`config.mk`:
```
export PLATFORM = sky130hd
export DESIGN_NAME = bnms_ram
export DESIGN_NICKNAME = d
export VERILOG_FILES = /design/src/rtl/box_non_max_suppression_macros.svh /design/src/rtl/bnms_ram.sv
export SDC_FILE = /design/constraint.sdc
export NUM_CORES = 1
export LEC_CHECK = 0
export ABC_AREA = 1
export BUFFER_PORTS_ARGS = -buffer_cell sky130_fd_sc_hd__buf_4
export CORE_MARGIN = 10
export CORE_UTILIZATION = 40
export DETAILED_ROUTE_END_ITERATION = 10
export GPL_TIMING_DRIVEN = 0
export HOLD_SLACK_MARGIN = 0.02
export PLACE_DENSITY_LB_ADDON = 0.05
export SYNTH_ARGS = -nofsm -noshare
export SYNTH_HDL_FRONTEND = slang
export SYNTH_SLANG_ARGS = --single-unit
```
`constraint.sdc`:
```
create_clock -name clk_i -period 3.85 [get_ports clk_i]
set_clock_uncertainty 0.05 [all_clocks]
set_input_delay 0.1925 -clock clk_i [delete_from_list [all_inputs] [get_ports clk_i]]
set_output_delay 0.1925 -clock clk_i [all_outputs]
set_load 0.02 [all_outputs]
```
`src/rtl/box_non_max_suppression_macros.svh`:
```
// assertion shorthands for the box suppression block
`ifndef BOX_NON_MAX_SUPPRESSION_MACROS_SVH
`define BOX_NON_MAX_SUPPRESSION_MACROS_SVH

// same-cycle implication, clocked on clk_i, off during reset
`define BNMS_ASSERT_NOW(lbl, ante, cons, msg) \
  lbl: assert property (@(posedge clk_i) disable iff (!rst_ni) (ante) |-> (cons)) \
    else $error(msg);

// next-cycle implication, clocked on clk_i, off during reset
`define BNMS_ASSERT_NEXT(lbl, ante, cons, msg) \
  lbl: assert property (@(posedge clk_i) disable iff (!rst_ni) (ante) |=> (cons)) \
    else $error(msg);

`endif

```
`src/rtl/bnms_ram.sv`:
```
`timescale 1ns / 1ps

module bnms_ram #(
  parameter int Width = 8,
  parameter int Depth = 16
) (
  input  logic                     clk_i,
  input  logic                     we_i,
  input  logic [$clog2(Depth)-1:0] addr_i,
  input  logic [Width-1:0]         wdata_i,
  output logic [Width-1:0]         rdata_o
);

  logic [Width-1:0] mem_q [Depth];
  logic [Width-1:0] rdata_q;

  // single port, registered read
  always_ff @(posedge clk_i) begin
    if (we_i) begin
      mem_q[addr_i] <= wdata_i;
    end
    rdata_q <= mem_q[addr_i];
  end

  assign rdata_o = rdata_q;

endmodule

```
Word-level counts from Yosys, hierarchy flattened

Memories as Yosys holds them, arrays and structs flattened. A register that Yosys moved wholly into a read port is not among the register bits.
Index checks and enable logic that the tools add are counted.
W data, S select, Z words.

Register bits after elaboration: 0
Memories kept: 1
Word-level logic and storage cells: 3
Bits in latches: 0
RAM bits: 128
Input bits: 14
Memory bits (read-only): 0
Output and inout port bits: 8

Memory list:

| name  | words | width | rd ports | clocked after Yosys merged registers in | write ports | RTL line       | source |
|---|---|---|---|---|---|---|---|
| mem_q | 16    | 8     | 1        | 1                                       | 1           | bnms_ram.sv:14 | `logic [Width-1:0] mem_q [Depth];` |

Multipliers: 0
Multiplexer cells: 2
Divide/modulo/power cells: 0
Bitwise gates (word level): 0
Order comparisons: 0
Add/subtract/negate cells: 0
Eq/ne operators: 0
Reductions and logical operators: 0
Shift operators: 0

Operators with widths:

| operator | count |
|---|---|
| $mux W1  | 2 |

Depth between registers and ports, before layout

Depth after elaboration: 2
Depth in mapped cells: 11
Gate-level depth less buffers: 9

Least setup slack after synthesis

Ideal clock, no wire load.

Path type: input -> register
Start point: input addr_i[1]
End point: memory mem_q[3][0] (enable)
Required time: 3430 ps
Data arrival time: 1199 ps
Path slack: 2230 ps
Cell stages on the path: 4
Path buffers: 2
Library setup time: 370 ps
Cell sequence: buf_2 clkbuf_1 nand3_1 nor2_1

RTL lines:

| item               | RTL line       | source |
|---|---|---|
| start: declaration | bnms_ram.sv:9  | `input logic [$clog2(Depth)-1:0] addr_i,` |
| end: declaration   | bnms_ram.sv:14 |  |

No word-level cell before the write port.

Worst setup path in the final report

Start point: input addr_i[1]
End point: memory mem_q[11][5] (enable)

No word-level cell before the write port.

==> metrics.md <==
| Metric | Value |
|---|---|
| Critical path peak fanout | `10` |
| Hold slack | `around 69 ps` |
| Syn Nets | `around 560` |
| Register area share after synthesis | `0.716` |
| PortBufs | `20` |
| Met2 Usage GRT | `0.224` |
| Crit path depth | `4` |
| N_diodes | `0` |
| Multi-input logic area | `~0.0014 mm^2` |
| Syn_area_per_cell | `between 10 and 15 um^2` |
| CP startpoint | `addr_i[1]` |
| Setup WS pre-CTS | `about 1500 ps` |
| Number of synthesized register bits | `about 140` |
| Crit-path slowest cell | `nor2_1` |
| Die area | `between 0.015 and 0.02 mm^2` |
| Clk Tree Root Cell | `clkbuf_16` |
| Max-slew violation count | `0` |
| Avg WL per Cell | `17.1 um` |
| Final Net Count | `roughly 600` |
| Reg-to-Reg Start | `mem_q[2][7]` |
| Post-DRT Antenna Nets | `0` |
| Final wirelength | `~13000 um` |
| DP Wirelength | `between 8000 and 9000 um` |
| GRT busiest layer | `met2` |
| First-pass GRT wire length | `between 20000 and 25000 um` |
| R2r endpoint | `rdata_o[7]` |
| Final setup margin | `1950 ps` |
| Register area | `between 0.004 and 0.005 mm^2` |
| CTS tree | `built` |
| Met1 Resource Use GR | `0.189` |
| CTS H-tree depth | `4` |
| GPL Wtd Cong | `around 0.86` |
| Core box area | `0.0138 mm^2` |
| Clk pin slew, worst setup/hold paths | `around 50 ps` |
| Initial core utilization | `0.406` |
| Dpl cell area | `a little under 0.006 mm^2` |
| DRC | `0` |
| Final setup violation count | `0` |
| Synth unique cells | `11` |
| Area Overhead vs Synth | `16.9%` |
| Total of max-cap violations | `0` |
| Max Clock Freq | `525 MHz` |
| Sink Count | `about 140` |
| Synthesis Warnings | `0` |
| Mapped Area | `0.00559 mm^2` |
| WS Path Type | `input port to register` |
| CP arrival | `~1900 ps` |
| Setup TNS Final | `0 ps` |
| Clk Latency, worst-skew pair | `420 ps` |
| Crit-path cells | `buf_2 > clkbuf_1 > nand3_1 > nor2_1` |
| WP data required | `roughly 3900 ps` |
| Drt pass-1 iters | `5` |
| Minimum clock period | `1900 ps` |
| Clk buf depth | `2` |
| Worst Hold Class | `input port to register` |
| Vias per Instance | `approximately 4.6` |
| Worst-Margin Slew | `around 830 ps` |
| Delay-heaviest family, CP | `simple AND/OR/NAND/NOR gates` |
| Fillcell total | `about 1300` |
| CP Buf/Inv Count | `2` |
| Num CTS Buffers | `17` |
| Slew HR | `0.447` |
| Worst Setup EP | `mem_q[11][5]` |
| Total setup buffers inserted after CTS | `0` |
| Largest net degree at the start of global routing | `17` |
| CP endpoint kind | `register` |
| Vias in the first global route | `approximately 3600` |
| Via count | `3580` |
| I/O pin cnt | `22` |
| Final Cell Area | `between 0.006 and 0.007 mm^2` |
| Static leakage | `roughly 2.8 nW` |
| RSZ-0062 raised after global routing | `no` |
| Grt met3 use | `0.0418` |
| Total grt overflow | `0` |
| Initial antenna violation count | `0` |
| Status | `finished, final reports clean` |
| CTS resizes | `0` |
| Die Ht | `~140 um` |
| Hold Vio Cnt, Final | `0` |
| Chip width | `between 100 and 150 um` |
| Fin crit share | `0.495` |
| CP max stage delay | `about 730 ps` |
| Worst R2R Setup Slack | `roughly 2800 ps` |
| Worst Setup Start Kind | `input port` |
| DR iter-0 viols | `approximately 310` |
| Power Dens Cells | `524 mW/mm^2` |
| Share of layout cells above drive strength 1 | `0.118` |
| Mapped Cells | `548` |
| Cts hold-fix bufs | `0` |
| Rows | `43` |
| R2r worst-path depth | `8` |
| Tot GR Track Use | `0.144` |
| VDD IR-drop max | `0.000265 V` |
through the flow:
step | total power, W | util | cells
floorplan | 0.00182 | - | 548
CTS | 0.00346 | 0.475 | 780
finish | 0.00343 | 0.475 | 780
detailed placement | 0.00193 | 0.433 | 748
global placement | 0.00192 | 0.433 | 748
global route | 0.00356 | 0.475 | 780
worst register-to-register path, cell delays in order (launching register included):
cell and delay (ps):
edfxtp_1 380, nand2_1 80, nand2_1 60, nand2_1 60
nand2_1 80, nand2_1 60, nand2_1 70, inv_1 60
nand2_1 70
final cells by class:
class / count / share of cell area
sequential: 136 / 0.613
clock buffer: 20 / 0.0714
tap: 180 / 0.0345
clock inverter: 12 / 0.0155
buffer: 21 / 0.0178
inverter: 23 / 0.0132
timing repair buffer: 20 / 0.0230
multi-input combinational: 368 / 0.212
synthesized netlist by cell type (all sizes together):
cell	instances	area, um^2
buf	18	105
clkbuf	3	11.3
clkinv	1	3.75
dfxtp	8	160
edfxtp	128	3840
inv	22	82.6
nand2	346	1300
nand3	4	20.0
nor2	18	67.6
cells by family (layout without fill, tap and decap cells):
family,after synthesis,after routing,synth area share
and+or+nand+nor,368,368,0.248
DFF,136,136,0.716
buffers and inverters,44,96,0.0362
flip-flops by register name (all words and copies together), names as in the netlist:
name     cells
mem_q      128
rdata_o      8
where the power goes:
group	internal [W]	leakage [nW]	switching, W
logic	0.0000659	1.29	0.000160
registers	0.00166	1.22	0.00000827
clock network	0.000931	0.270	0.000605
total	0.00265	2.79	0.000773
placed cells by master (no fill, tap or decap), types with 5 or more instances in the layout:
cell type and count:
nand2_1 346, edfxtp_1 128, buf_4 26, inv_1 21
nor2_1 18, clkbuf_16 17, buf_2 12, dfxtp_1 8
clkinvlp_4 5, clkinv_2 5
how the worst min path moves through the flow:
stage | from | to | slack, ps | cells past startpoint
after floorplan | wdata_i[0] | mem_q[0][0] | 240 | 0
after global placement | wdata_i[6] | mem_q[6][6] | 500 | 1
after detailed placement | wdata_i[6] | mem_q[7][6] | 500 | 1
after CTS | wdata_i[6] | mem_q[7][6] | 50 | 1
after global routing | wdata_i[6] | mem_q[6][6] | 70 | 1
final | wdata_i[6] | mem_q[6][6] | 70 | 1
layer usage:
metal | wire length [um] | share of wire
met4 | 112 | 0.0084
met1 | 5990 | 0.45
met3 | 891 | 0.067
met2 | 6340 | 0.48
met5 | 0 | 0
(Power assumes the default switching activity.)
